--- config.mk ---
export PLATFORM = sky130hd
export DESIGN_NAME = ray_polygon_first_hit_flat
export DESIGN_NICKNAME = d
export VERILOG_FILES = /design/src/sv/rpfh_pkg.sv /design/src/sv/rpfh_if.sv /design/src/sv/ray_polygon_first_hit.sv /design/src/flat_wrapper.sv
export SDC_FILE = /design/constraint.sdc
export NUM_CORES = 2
export LEC_CHECK = 0
export BUFFER_PORTS_ARGS = -buffer_cell sky130_fd_sc_hd__buf_4
export CORE_ASPECT_RATIO = 0.6
export CORE_UTILIZATION = 55
export DETAILED_ROUTE_END_ITERATION = 8
export PLACE_DENSITY = 0.81
export SYNTH_ARGS = -nofsm -noshare
export SYNTH_HDL_FRONTEND = slang
export SYNTH_SLANG_ARGS = --single-unit
--- constraint.sdc ---
create_clock -name clk_i -period 12.1 [get_ports clk_i]
set_clock_uncertainty 0.05 [all_clocks]
set_input_delay 1.21 -clock clk_i [delete_from_list [all_inputs] [get_ports clk_i]]
set_output_delay 1.21 -clock clk_i [all_outputs]
set_load 0.01 [all_outputs]
--- src/sv/rpfh_pkg.sv ---
package rpfh_pkg;

  // Default vertex coordinate width in whole pixels.
  localparam int unsigned COORD_BITS_DEF = 12;

  // Fixed widths of the ray fields.
  localparam int unsigned ORG_W  = 21;
  localparam int unsigned DIR_W  = 16;
  localparam int unsigned HIT_W  = 20;
  localparam int unsigned DIST_W = 22;

  // Saturated distance, also the value that stands for no hit yet.
  localparam logic [DIST_W-1:0] DIST_MAX = '1;

  // Unit length in Q1.14.
  localparam logic [14:0] Q14_ONE = 15'd16384;

  // Iteration counts of the square root and the shared divider.
  localparam logic [5:0] SQRT_STEPS  = 6'd30;
  localparam logic [5:0] NORM_QBITS  = 6'd15;
  localparam logic [5:0] DIST_QBITS  = 6'd22;

  // Sequencer states.
  typedef enum logic [4:0] {
    ST_IDLE,
    ST_L2A,
    ST_L2B,
    ST_SQI,
    ST_SQRT,
    ST_NDX,
    ST_NDY,
    ST_DIV,
    ST_DFIN,
    ST_FDONE,
    ST_M0,
    ST_M1,
    ST_M2,
    ST_M3,
    ST_M4,
    ST_M5,
    ST_NEG,
    ST_TEST,
    ST_CMP,
    ST_HX,
    ST_HXW,
    ST_HY,
    ST_HYW,
    ST_EDONE,
    ST_OUT
  } rpfh_state_e;

  // Which result the divider is working on.
  typedef enum logic [1:0] {
    DIV_UX,
    DIV_UY,
    DIV_DIST
  } rpfh_div_tgt_e;

endpackage

--- src/sv/rpfh_if.sv ---
// Vertex stream into the block.
interface rpfh_in_if import rpfh_pkg::*; #(
  parameter int unsigned COORD_BITS = COORD_BITS_DEF
) ();
  logic                     valid;
  logic                     ready;
  logic [COORD_BITS-1:0]    vertex_x;
  logic [COORD_BITS-1:0]    vertex_y;
  logic                     last_vertex;
  logic signed [ORG_W-1:0]  origin_x;
  logic signed [ORG_W-1:0]  origin_y;
  logic signed [DIR_W-1:0]  dir_x;
  logic signed [DIR_W-1:0]  dir_y;

  modport source (
    output valid, vertex_x, vertex_y, last_vertex, origin_x, origin_y, dir_x, dir_y,
    input  ready
  );
  modport sink (
    input  valid, vertex_x, vertex_y, last_vertex, origin_x, origin_y, dir_x, dir_y,
    output ready
  );
endinterface

// Hit result out of the block.
interface rpfh_out_if import rpfh_pkg::*; ();
  logic              valid;
  logic              ready;
  logic              found;
  logic [HIT_W-1:0]  hit_x;
  logic [HIT_W-1:0]  hit_y;
  logic [DIST_W-1:0] hit_distance;

  modport source (
    output valid, found, hit_x, hit_y, hit_distance,
    input  ready
  );
  modport sink (
    input  valid, found, hit_x, hit_y, hit_distance,
    output ready
  );
endinterface

--- src/sv/ray_polygon_first_hit.sv ---
// Channel | Dir | Transaction
// in_i    | in  | one polygon vertex; ray origin and direction used on the first one
// out_o   | out | found flag, nearest hit point and distance, on the last vertex
//
// The first vertex of a polygon takes 2 multiplies, a 30-step square root and two
// 15-step divisions through the shared divider.
// A zero direction skips the square root and divisions.
// Each edge takes 6 multiplies on the shared multiplier; a hit edge adds a 22-step
// division, unless the distance saturates, and the hit point when it is the nearest yet.
// The last vertex adds the closing edge. in_i.ready is high only between items.
// Reset is asynchronous and active low. The result sits in an output register;
// a stalled out_o holds the block only when the next result is ready.
module ray_polygon_first_hit import rpfh_pkg::*; #(
  parameter int unsigned COORD_BITS = COORD_BITS_DEF
) (
  input  logic        clk_i,
  input  logic        rst_ni,
  rpfh_in_if.sink     in_i,
  rpfh_out_if.source  out_o
);

  localparam int unsigned CB   = COORD_BITS;
  localparam int unsigned EW   = CB + 1;
  localparam int unsigned RW   = (((CB + 8) > ORG_W) ? (CB + 8) : ORG_W) + 2;
  localparam int unsigned MAW  = (RW > 23) ? RW : 23;
  localparam int unsigned MBW  = (EW > 17) ? EW : 17;
  localparam int unsigned PW   = MAW + MBW;
  localparam int unsigned AW   = PW + 1;
  localparam int unsigned DW   = AW + 1;
  localparam int unsigned CW   = AW + 8;
  localparam int          HMAX = (2 ** CB - 1) * 256;

  rpfh_state_e state_q, state_d;

  logic                    last_q, expect_first_q, closing_q, dir_valid_q;
  logic [CB-1:0]           first_x_q, first_y_q, prev_x_q, prev_y_q;
  logic [CB-1:0]           ax_q, ay_q, bx_q, by_q;
  logic signed [ORG_W-1:0] ox_q, oy_q;
  logic signed [DIR_W-1:0] dx_q, dy_q, ux_q, uy_q;
  logic signed [AW-1:0]    det_q, nt_q, nu_q;
  logic [59:0]             sq_s_q;
  logic [29:0]             sq_root_q;
  logic [33:0]             sq_rem_q;
  logic [5:0]              cnt_q;
  logic [DW-1:0]           dv_rem_q;
  logic [21:0]             dv_low_q, dv_quo_q;
  logic [AW-1:0]           dv_div_q;
  rpfh_div_tgt_e           dv_tgt_q;
  logic [DIST_W-1:0]       t_q, best_dist_q;
  logic signed [PW-1:0]    p_q;
  logic [HIT_W-1:0]        best_hx_q, best_hy_q;
  logic                    any_hit_q;
  logic                    out_valid_q, out_found_q;
  logic [HIT_W-1:0]        out_hx_q, out_hy_q;
  logic [DIST_W-1:0]       out_dist_q;

  logic                    in_ready;
  logic                    in_fire;
  logic                    out_load;

  // Edge vector in whole pixels and origin offset in 1/256 pixel.
  logic signed [EW-1:0] ex, ey;
  logic signed [RW-1:0] rx, ry;
  assign ex = $signed({1'b0, bx_q}) - $signed({1'b0, ax_q});
  assign ey = $signed({1'b0, by_q}) - $signed({1'b0, ay_q});
  assign rx = $signed(RW'({ax_q, 8'h00})) - RW'(ox_q);
  assign ry = $signed(RW'({ay_q, 8'h00})) - RW'(oy_q);

  // Shared multiplier.
  logic signed [MAW-1:0] mul_a;
  logic signed [MBW-1:0] mul_b;
  logic signed [PW-1:0]  prod;
  logic signed [AW-1:0]  prod_w;
  assign prod   = mul_a * mul_b;
  assign prod_w = AW'(prod);

  // Square root step, one result bit per pass.
  logic [33:0] sq_rem_n, sq_trial;
  logic        sq_ge;
  assign sq_rem_n = {sq_rem_q[31:0], sq_s_q[59:58]};
  assign sq_trial = {2'b00, sq_root_q, 2'b01};
  assign sq_ge    = sq_rem_n >= sq_trial;

  // Restoring divider step, one quotient bit per pass.
  logic [DW-1:0] dv_rem_n, dv_sub;
  logic          dv_ge;
  assign dv_rem_n = {dv_rem_q[DW-2:0], dv_low_q[21]};
  assign dv_sub   = dv_rem_n - {1'b0, dv_div_q};
  assign dv_ge    = dv_rem_n >= {1'b0, dv_div_q};

  // Numerators of the normalization: |d| * 2^28 + root / 2.
  logic [16:0] mag_dx, mag_dy;
  logic [45:0] nx_num, ny_num;
  assign mag_dx = dx_q[DIR_W-1] ? 17'(-$signed({dx_q[DIR_W-1], dx_q}))
                                : {1'b0, dx_q};
  assign mag_dy = dy_q[DIR_W-1] ? 17'(-$signed({dy_q[DIR_W-1], dy_q}))
                                : {1'b0, dy_q};
  assign nx_num = {1'b0, mag_dx, 28'h0} + 46'(sq_root_q[29:1]);
  assign ny_num = {1'b0, mag_dy, 28'h0} + 46'(sq_root_q[29:1]);

  // Clamped and signed unit component from the divider quotient.
  logic [15:0]             uq_mag;
  logic signed [DIR_W-1:0] unit_pos;
  assign uq_mag   = (dv_quo_q[14:0] > Q14_ONE) ? {1'b0, Q14_ONE} : {1'b0, dv_quo_q[14:0]};
  assign unit_pos = $signed(uq_mag);

  // Hit tests on the sign-corrected determinant and numerators.
  logic [CW-1:0] nt_w, nu_w, det_w, nt64_w, det256_w;
  logic          edge_hit, dist_sat;
  assign nt_w     = CW'($unsigned(nt_q));
  assign nu_w     = CW'($unsigned(nu_q));
  assign det_w    = CW'($unsigned(det_q));
  assign nt64_w   = {2'b00, $unsigned(nt_q), 6'h00};
  assign det256_w = {$unsigned(det_q), 8'h00};
  assign edge_hit = !nt_q[AW-1] && (nt64_w >= det_w) && !nu_q[AW-1] && (nu_w <= det256_w);
  assign dist_sat = nt_w >= det256_w;

  // Hit coordinate: origin plus rounded unit * t / 2^14, clamped to the image.
  function automatic logic [HIT_W-1:0] hit_coord(input logic signed [ORG_W-1:0] o,
                                                 input logic signed [PW-1:0] p);
    logic [PW:0]            mag;
    logic [PW:0]            s;
    logic signed [PW+1:0]   h;
    mag = p[PW-1] ? (PW+1)'(-$signed({p[PW-1], p})) : {1'b0, p};
    s   = (mag + (PW+1)'(8192)) >> 14;
    h   = p[PW-1] ? ((PW+2)'(o) - $signed({1'b0, s}))
                  : ((PW+2)'(o) + $signed({1'b0, s}));
    if (h < 0) begin
      h = '0;
    end else if (h > $signed((PW+2)'(HMAX))) begin
      h = (PW+2)'(HMAX);
    end
    return h[HIT_W-1:0];
  endfunction

  assign in_fire  = in_i.valid && in_ready;
  assign out_load = (state_q == ST_OUT) && (!out_valid_q || out_o.ready);

  // Next state.
  always_comb begin
    state_d = state_q;
    case (state_q)
      ST_IDLE:  if (in_fire) state_d = expect_first_q ? ST_L2A : ST_M0;
      ST_L2A:   state_d = ST_L2B;
      ST_L2B:   state_d = ST_SQI;
      ST_SQI:   state_d = (det_q == '0) ? ST_FDONE : ST_SQRT;
      ST_SQRT:  if (cnt_q == 6'd1) state_d = ST_NDX;
      ST_NDX:   state_d = ST_DIV;
      ST_NDY:   state_d = ST_DIV;
      ST_DIV:   if (cnt_q == 6'd1) state_d = ST_DFIN;
      ST_DFIN: begin
        case (dv_tgt_q)
          DIV_UX:  state_d = ST_NDY;
          DIV_UY:  state_d = ST_FDONE;
          default: state_d = ST_CMP;
        endcase
      end
      ST_FDONE: state_d = last_q ? ST_M0 : ST_IDLE;
      ST_M0:    state_d = ST_M1;
      ST_M1:    state_d = ST_M2;
      ST_M2:    state_d = ST_M3;
      ST_M3:    state_d = ST_M4;
      ST_M4:    state_d = ST_M5;
      ST_M5:    state_d = ST_NEG;
      ST_NEG:   state_d = (!dir_valid_q || det_q == '0) ? ST_EDONE : ST_TEST;
      ST_TEST: begin
        if (!edge_hit) state_d = ST_EDONE;
        else if (dist_sat) state_d = ST_CMP;
        else state_d = ST_DIV;
      end
      ST_CMP:   state_d = (!any_hit_q || t_q < best_dist_q) ? ST_HX : ST_EDONE;
      ST_HX:    state_d = ST_HXW;
      ST_HXW:   state_d = ST_HY;
      ST_HY:    state_d = ST_HYW;
      ST_HYW:   state_d = ST_EDONE;
      ST_EDONE: begin
        if (last_q && !closing_q) state_d = ST_M0;
        else if (last_q) state_d = ST_OUT;
        else state_d = ST_IDLE;
      end
      ST_OUT:   if (out_load) state_d = ST_IDLE;
      default:  state_d = ST_IDLE;
    endcase
  end

  // Handshake and multiplier operand selection.
  always_comb begin
    in_ready = (state_q == ST_IDLE);
    mul_a    = '0;
    mul_b    = '0;
    case (state_q)
      ST_L2A: begin mul_a = MAW'(dx_q); mul_b = MBW'(dx_q); end
      ST_L2B: begin mul_a = MAW'(dy_q); mul_b = MBW'(dy_q); end
      ST_M0:  begin mul_a = MAW'(ey);   mul_b = MBW'(ux_q); end
      ST_M1:  begin mul_a = MAW'(ex);   mul_b = MBW'(uy_q); end
      ST_M2:  begin mul_a = MAW'(rx);   mul_b = MBW'(ey);   end
      ST_M3:  begin mul_a = MAW'(ry);   mul_b = MBW'(ex);   end
      ST_M4:  begin mul_a = MAW'(rx);   mul_b = MBW'(uy_q); end
      ST_M5:  begin mul_a = MAW'(ry);   mul_b = MBW'(ux_q); end
      ST_HX:  begin mul_a = $signed(MAW'(t_q)); mul_b = MBW'(ux_q); end
      ST_HY:  begin mul_a = $signed(MAW'(t_q)); mul_b = MBW'(uy_q); end
      default: begin mul_a = '0; mul_b = '0; end
    endcase
  end

  assign in_i.ready         = in_ready;
  assign out_o.valid        = out_valid_q;
  assign out_o.found        = out_found_q;
  assign out_o.hit_x        = out_hx_q;
  assign out_o.hit_y        = out_hy_q;
  assign out_o.hit_distance = out_dist_q;

  // Control registers.
  always_ff @(posedge clk_i or negedge rst_ni) begin
    if (!rst_ni) begin
      state_q        <= ST_IDLE;
      expect_first_q <= 1'b1;
      out_valid_q    <= 1'b0;
      any_hit_q      <= 1'b0;
      dir_valid_q    <= 1'b0;
    end else begin
      state_q <= state_d;
      if (out_load) begin
        out_valid_q    <= 1'b1;
        expect_first_q <= 1'b1;
      end else if (out_o.ready) begin
        out_valid_q <= 1'b0;
      end
      if (in_fire && expect_first_q) begin
        expect_first_q <= 1'b0;
        any_hit_q      <= 1'b0;
        dir_valid_q    <= 1'b0;
      end
      if (state_q == ST_DFIN && dv_tgt_q == DIV_UY) dir_valid_q <= 1'b1;
      if (state_q == ST_HYW) any_hit_q <= 1'b1;
    end
  end

  // Datapath registers.
  always_ff @(posedge clk_i) begin
    case (state_q)
      ST_IDLE: begin
        if (in_fire) begin
          last_q <= in_i.last_vertex;
          if (expect_first_q) begin
            ox_q        <= in_i.origin_x;
            oy_q        <= in_i.origin_y;
            dx_q        <= in_i.dir_x;
            dy_q        <= in_i.dir_y;
            first_x_q   <= in_i.vertex_x;
            first_y_q   <= in_i.vertex_y;
            prev_x_q    <= in_i.vertex_x;
            prev_y_q    <= in_i.vertex_y;
            best_dist_q <= DIST_MAX;
            best_hx_q   <= '0;
            best_hy_q   <= '0;
            ux_q        <= '0;
            uy_q        <= '0;
            closing_q   <= 1'b0;
          end else begin
            ax_q      <= prev_x_q;
            ay_q      <= prev_y_q;
            bx_q      <= in_i.vertex_x;
            by_q      <= in_i.vertex_y;
            prev_x_q  <= in_i.vertex_x;
            prev_y_q  <= in_i.vertex_y;
            closing_q <= 1'b0;
          end
        end
      end
      ST_L2A: det_q <= prod_w;
      ST_L2B: det_q <= det_q + prod_w;
      ST_SQI: begin
        sq_s_q    <= {det_q[31:0], 28'h0};
        sq_root_q <= '0;
        sq_rem_q  <= '0;
        cnt_q     <= SQRT_STEPS;
      end
      ST_SQRT: begin
        sq_s_q    <= {sq_s_q[57:0], 2'b00};
        sq_rem_q  <= sq_ge ? (sq_rem_n - sq_trial) : sq_rem_n;
        sq_root_q <= {sq_root_q[28:0], sq_ge};
        cnt_q     <= cnt_q - 6'd1;
      end
      ST_NDX: begin
        dv_rem_q <= DW'(nx_num[45:15]);
        dv_low_q <= {nx_num[14:0], 7'h00};
        dv_quo_q <= '0;
        dv_div_q <= AW'(sq_root_q);
        dv_tgt_q <= DIV_UX;
        cnt_q    <= NORM_QBITS;
      end
      ST_NDY: begin
        dv_rem_q <= DW'(ny_num[45:15]);
        dv_low_q <= {ny_num[14:0], 7'h00};
        dv_quo_q <= '0;
        dv_div_q <= AW'(sq_root_q);
        dv_tgt_q <= DIV_UY;
        cnt_q    <= NORM_QBITS;
      end
      ST_DIV: begin
        dv_rem_q <= dv_ge ? dv_sub : dv_rem_n;
        dv_low_q <= {dv_low_q[20:0], 1'b0};
        dv_quo_q <= {dv_quo_q[20:0], dv_ge};
        cnt_q    <= cnt_q - 6'd1;
      end
      ST_DFIN: begin
        case (dv_tgt_q)
          DIV_UX:  ux_q <= dx_q[DIR_W-1] ? -unit_pos : unit_pos;
          DIV_UY:  uy_q <= dy_q[DIR_W-1] ? -unit_pos : unit_pos;
          default: t_q  <= dv_quo_q;
        endcase
      end
      ST_FDONE, ST_EDONE: begin
        // Set up the edge that closes the polygon.
        if (last_q && !closing_q) begin
          ax_q      <= prev_x_q;
          ay_q      <= prev_y_q;
          bx_q      <= first_x_q;
          by_q      <= first_y_q;
          closing_q <= 1'b1;
        end
      end
      ST_M0: det_q <= prod_w;
      ST_M1: det_q <= det_q - prod_w;
      ST_M2: nt_q  <= prod_w;
      ST_M3: nt_q  <= nt_q - prod_w;
      ST_M4: nu_q  <= prod_w;
      ST_M5: nu_q  <= nu_q - prod_w;
      ST_NEG: begin
        if (det_q[AW-1]) begin
          det_q <= -det_q;
          nt_q  <= -nt_q;
          nu_q  <= -nu_q;
        end
      end
      ST_TEST: begin
        if (dist_sat) begin
          t_q <= DIST_MAX;
        end else begin
          dv_rem_q <= DW'($unsigned(nt_q[AW-1:8]));
          dv_low_q <= {nt_q[7:0], 14'h0};
          dv_quo_q <= '0;
          dv_div_q <= $unsigned(det_q);
          dv_tgt_q <= DIV_DIST;
          cnt_q    <= DIST_QBITS;
        end
      end
      ST_HX:  p_q <= prod;
      ST_HXW: best_hx_q <= hit_coord(ox_q, p_q);
      ST_HY:  p_q <= prod;
      ST_HYW: begin
        best_hy_q   <= hit_coord(oy_q, p_q);
        best_dist_q <= t_q;
      end
      ST_OUT: begin
        if (out_load) begin
          out_found_q <= any_hit_q;
          out_hx_q    <= any_hit_q ? best_hx_q : '0;
          out_hy_q    <= any_hit_q ? best_hy_q : '0;
          out_dist_q  <= any_hit_q ? best_dist_q : '0;
        end
      end
      default: begin
      end
    endcase
  end

endmodule

--- src/flat_wrapper.sv ---
// flat-port wrapper written by rule: the top's interface ports become plain ports
module ray_polygon_first_hit_flat import rpfh_pkg::*;
#(
  parameter int unsigned COORD_BITS = COORD_BITS_DEF
)
  (clk_i, rst_ni, in_i_valid, in_i_vertex_x, in_i_vertex_y, in_i_last_vertex, in_i_origin_x, in_i_origin_y, in_i_dir_x, in_i_dir_y, in_i_ready, out_o_valid, out_o_found, out_o_hit_x, out_o_hit_y, out_o_hit_distance, out_o_ready);
  rpfh_in_if #(.COORD_BITS(COORD_BITS)) in_i_i ();
  rpfh_out_if out_o_i ();
  input  logic clk_i;
  input  logic rst_ni;
  input wire logic [$bits(in_i_i.valid)-1:0] in_i_valid;
  input wire logic [$bits(in_i_i.vertex_x)-1:0] in_i_vertex_x;
  input wire logic [$bits(in_i_i.vertex_y)-1:0] in_i_vertex_y;
  input wire logic [$bits(in_i_i.last_vertex)-1:0] in_i_last_vertex;
  input wire logic [$bits(in_i_i.origin_x)-1:0] in_i_origin_x;
  input wire logic [$bits(in_i_i.origin_y)-1:0] in_i_origin_y;
  input wire logic [$bits(in_i_i.dir_x)-1:0] in_i_dir_x;
  input wire logic [$bits(in_i_i.dir_y)-1:0] in_i_dir_y;
  output wire logic [$bits(in_i_i.ready)-1:0] in_i_ready;
  output wire logic [$bits(out_o_i.valid)-1:0] out_o_valid;
  output wire logic [$bits(out_o_i.found)-1:0] out_o_found;
  output wire logic [$bits(out_o_i.hit_x)-1:0] out_o_hit_x;
  output wire logic [$bits(out_o_i.hit_y)-1:0] out_o_hit_y;
  output wire logic [$bits(out_o_i.hit_distance)-1:0] out_o_hit_distance;
  input wire logic [$bits(out_o_i.ready)-1:0] out_o_ready;
  assign in_i_i.valid = in_i_valid;
  assign in_i_i.vertex_x = in_i_vertex_x;
  assign in_i_i.vertex_y = in_i_vertex_y;
  assign in_i_i.last_vertex = in_i_last_vertex;
  assign in_i_i.origin_x = in_i_origin_x;
  assign in_i_i.origin_y = in_i_origin_y;
  assign in_i_i.dir_x = in_i_dir_x;
  assign in_i_i.dir_y = in_i_dir_y;
  assign in_i_ready = in_i_i.ready;
  assign out_o_valid = out_o_i.valid;
  assign out_o_found = out_o_i.found;
  assign out_o_hit_x = out_o_i.hit_x;
  assign out_o_hit_y = out_o_i.hit_y;
  assign out_o_hit_distance = out_o_i.hit_distance;
  assign out_o_i.ready = out_o_ready;
  ray_polygon_first_hit #(.COORD_BITS(COORD_BITS)) u_core (.clk_i(clk_i), .rst_ni(rst_ni), .in_i(in_i_i), .out_o(out_o_i));
endmodule
==> flow_summary.json <==
{
  "outcome": "finished clean",
  "r2r_start": "u_core.state_q[3]",
  "place_area_mm2": 0.07784,
  "wirelength_mm": 277.9,
  "route.detailed.drc": 0,
  "yosys-top-cells-area": "edfxtp_1, fa_1, ha_1",
  "synth_flop_cell": "edfxtp_1",
  "grtUsageTotal_pct": 42.59,
  "die_height_um": 277.0,
  "place_hpwl_mm": 222.1,
  "initial_utilization_pct": 55.70,
  "wl_per_cell_um": 27.69,
  "tritoncts": "done",
  "yosysWarnings": 0,
  "synth_top_area_share_pct": 31.83,
  "io_buffers": 167,
  "drive_gt1_share_pct": 16.66,
  "worst-path-max-fanout": 16,
  "fin_area_mm2": 0.08182,
  "period_share_pct": 98.32,
  "synth_nets": 8548,
  "dp_slack_ns": -0.5555,
  "cts_root_buf": "clkbuf_16",
  "std_cell_rows": 100,
  "synth_area_mm2": 0.06935,
  "syn_inst": 7520,
  "slew_headroom_pct": 5.512,
  "areaGrowthSynthToFinish_pct": 17.99,
  "layout.nets": 9296,
  "clkTransAtPathRegs_ns": 0.08,
  "yosysMostFrequentCell": "inv_1",
  "dieArea_mm2": 0.1276,
  "start_kind": "register",
  "insertion_delay_ns": 0.73,
  "htree_num_levels": 3,
  "dp_cells": 9844,
  "worst_hold_path_type": "input pin to asynchronous set/reset pin",
  "cts_buffers": 79,
  "ys_seq_area_share_pct": 32.15,
  "firstDrtPassIters": 9,
  "critical_path_required_ns": 12.48,
  "antenna_found_initial": 22,
  "cp_common_cell": "buf_4",
  "drv_cap": 0,
  "ios": 168,
  "setup.worst_path.end_class": "register",
  "num-fill-cells": 9961,
  "ys_ff_latch": 744,
  "clockBufferDepth": 3,
  "worstMarginPinSlew_ns": 1.404,
  "ant_nets": 0,
  "setup_viol": 0,
  "die_w_um": 460.4,
  "synthDistinctLibCells": 101,
  "r2r_cells": 49,
  "fin_ws_ns": 0.2036,
  "cp.arrival_ns": 12.27,
  "synth_common_cells": "inv_1, edfxtp_1, nor2_1, nand2_1, ha_1",
  "worstSetupPathType": "register to register",
  "drv_slew": 0,
  "finalHoldViolations": 0,
  "hold_buffers": 0,
  "final_cells": 10030,
  "dr.first_iter.drc_count": 10580,
  "worst_hold_slack_ns": 0.2653,
  "grt-ovfl-total": 0,
  "fin_crit_ns": 11.90,
  "slowest_stage": "nor2_1",
  "grt_pass1_vias": 60420,
  "synth_top_area_cell": "edfxtp_1",
  "max_stage_delay_ns": 0.69,
  "vias": 65250,
  "cts.sinks": 744,
  "r2r_end": "u_core.det_q[37]",
  "reg2reg_slack_ns": 0.20,
  "routabilityCongestion": 1.163,
  "synthArstFlopShare_pct": 1.210,
  "grt_max_degree": 81,
  "core_area_mm2": 0.1245,
  "fmax_mhz": 84.06,
  "synth_edf_count": 735,
  "grt_pass1_wl_mm": 398.6,
  "routed_via_density": 6.503,
  "syn_avg_cell_area_um2": 9.221
}
-- critical path, delay by kind of cell, from the launching register on --
family	cells	cell delay (ns)
adder cells (fa/ha/maj)	8	3.44
buffers and inverters	16	2.79
AO/OA/AOI/OAI	15	2.61
flip-flops	1	0.68
XOR/XNOR	1	0.11
AND/OR/NAND/NOR	9	1.84
-- cell usage in the layout (no fill, tap or decap), types with 61 or more instances in the layout --
master / n
and2_1: 107
fa_1: 383
clkbuf_16: 79
nand2_1: 680
a21o_1: 178
nand2b_1: 120
nor2b_1: 79
buf_4: 910
o21ai_0: 410
a21oi_1: 364
mux2i_1: 70
nand3_1: 130
nand4_1: 61
o21a_1: 61
inv_1: 798
nor2_1: 665
xnor2_1: 319
a22oi_1: 109
edfxtp_1: 735
or3_1: 85
nor3_1: 135
ha_1: 524
xor2_1: 189
-- stage by stage --
step	setup TNS [ns]	util [%]
CTS	0	64.84
finish	0	65.72
floorplan	0	-
global placement	-1.729	62.52
global route	-0.5996	65.69
detailed placement	-3.846	62.52
-- cell families after synthesis --
logic type      count (synthesis)  share of synthesized area (%)
compound gates               1773                          16.78
xor+xnor                      518                          6.542
fa+ha+maj                     925                          20.97
buf+inv                      1084                          5.905
flops                         744                          32.15
mux                            76                          1.108
simple gates                 2400                          16.54
-- timing repair --
| action | 4_1_cts | 5_1_grt |
|---|---|---|
| buffers inserted | 2 | 24 |
| pin swaps | 8 | 76 |
| resized for setup | 42 | 210 |
| setup endpoints to repair | 23 | 42 |
| cloned | 0 | 0 |
-- cell type report --
cell class | instances | area, um^2 | share of cell area (%)
flip-flops and latches | 744 | 22300 | 27.25
well taps | 1683 | 2106 | 2.574
inverters | 806 | 3032 | 3.705
diodes | 19 | 47.55 | 0.05811
multi-input cells | 5692 | 44220 | 54.04
clock inverters | 52 | 640.6 | 0.7830
clock buffers | 93 | 2039 | 2.493
repair buffers | 945 | 7440 | 9.093
-- routing by layer --
metal  vias to the layer above  track usage, %  part of all wire (%)
met3                       643           24.08                    19
met4                        35           11.07                   3.2
met2                      5000           52.87                    37
met1                     31480           61.75                    41
met5                         -           1.051                  0.15
li1                      28100               -                     -
-- how the worst max path moves through the flow --
stage                     cells past startpoint              start  slack, ns                to
after floorplan                              43  u_core.state_q[3]      0.008  u_core.det_q[40]
after global placement                       50     u_core.ay_q[0]      -0.43  u_core.det_q[40]
after detailed placement                     50     u_core.ay_q[0]      -0.56  u_core.det_q[40]
after CTS                                    50     u_core.bx_q[0]      0.008   u_core.nu_q[40]
after global routing                         50     u_core.ay_q[0]      -0.13  u_core.det_q[40]
final                                        49  u_core.state_q[3]       0.20  u_core.det_q[37]
-- sequential cells by signal, indices dropped and copies added (netlist names), 30 cells and up --
register          cells
u_core.det_q         41
u_core.dv_div_q      41
u_core.dv_rem_q      41
u_core.nt_q          41
u_core.nu_q          41
u_core.p_q           40
u_core.sq_rem_q      32
u_core.sq_root_q     30
u_core.sq_s_q        32
Power is not shown: default switching activity piles up to over one toggle a cycle in this logic, so the estimate is an artifact.
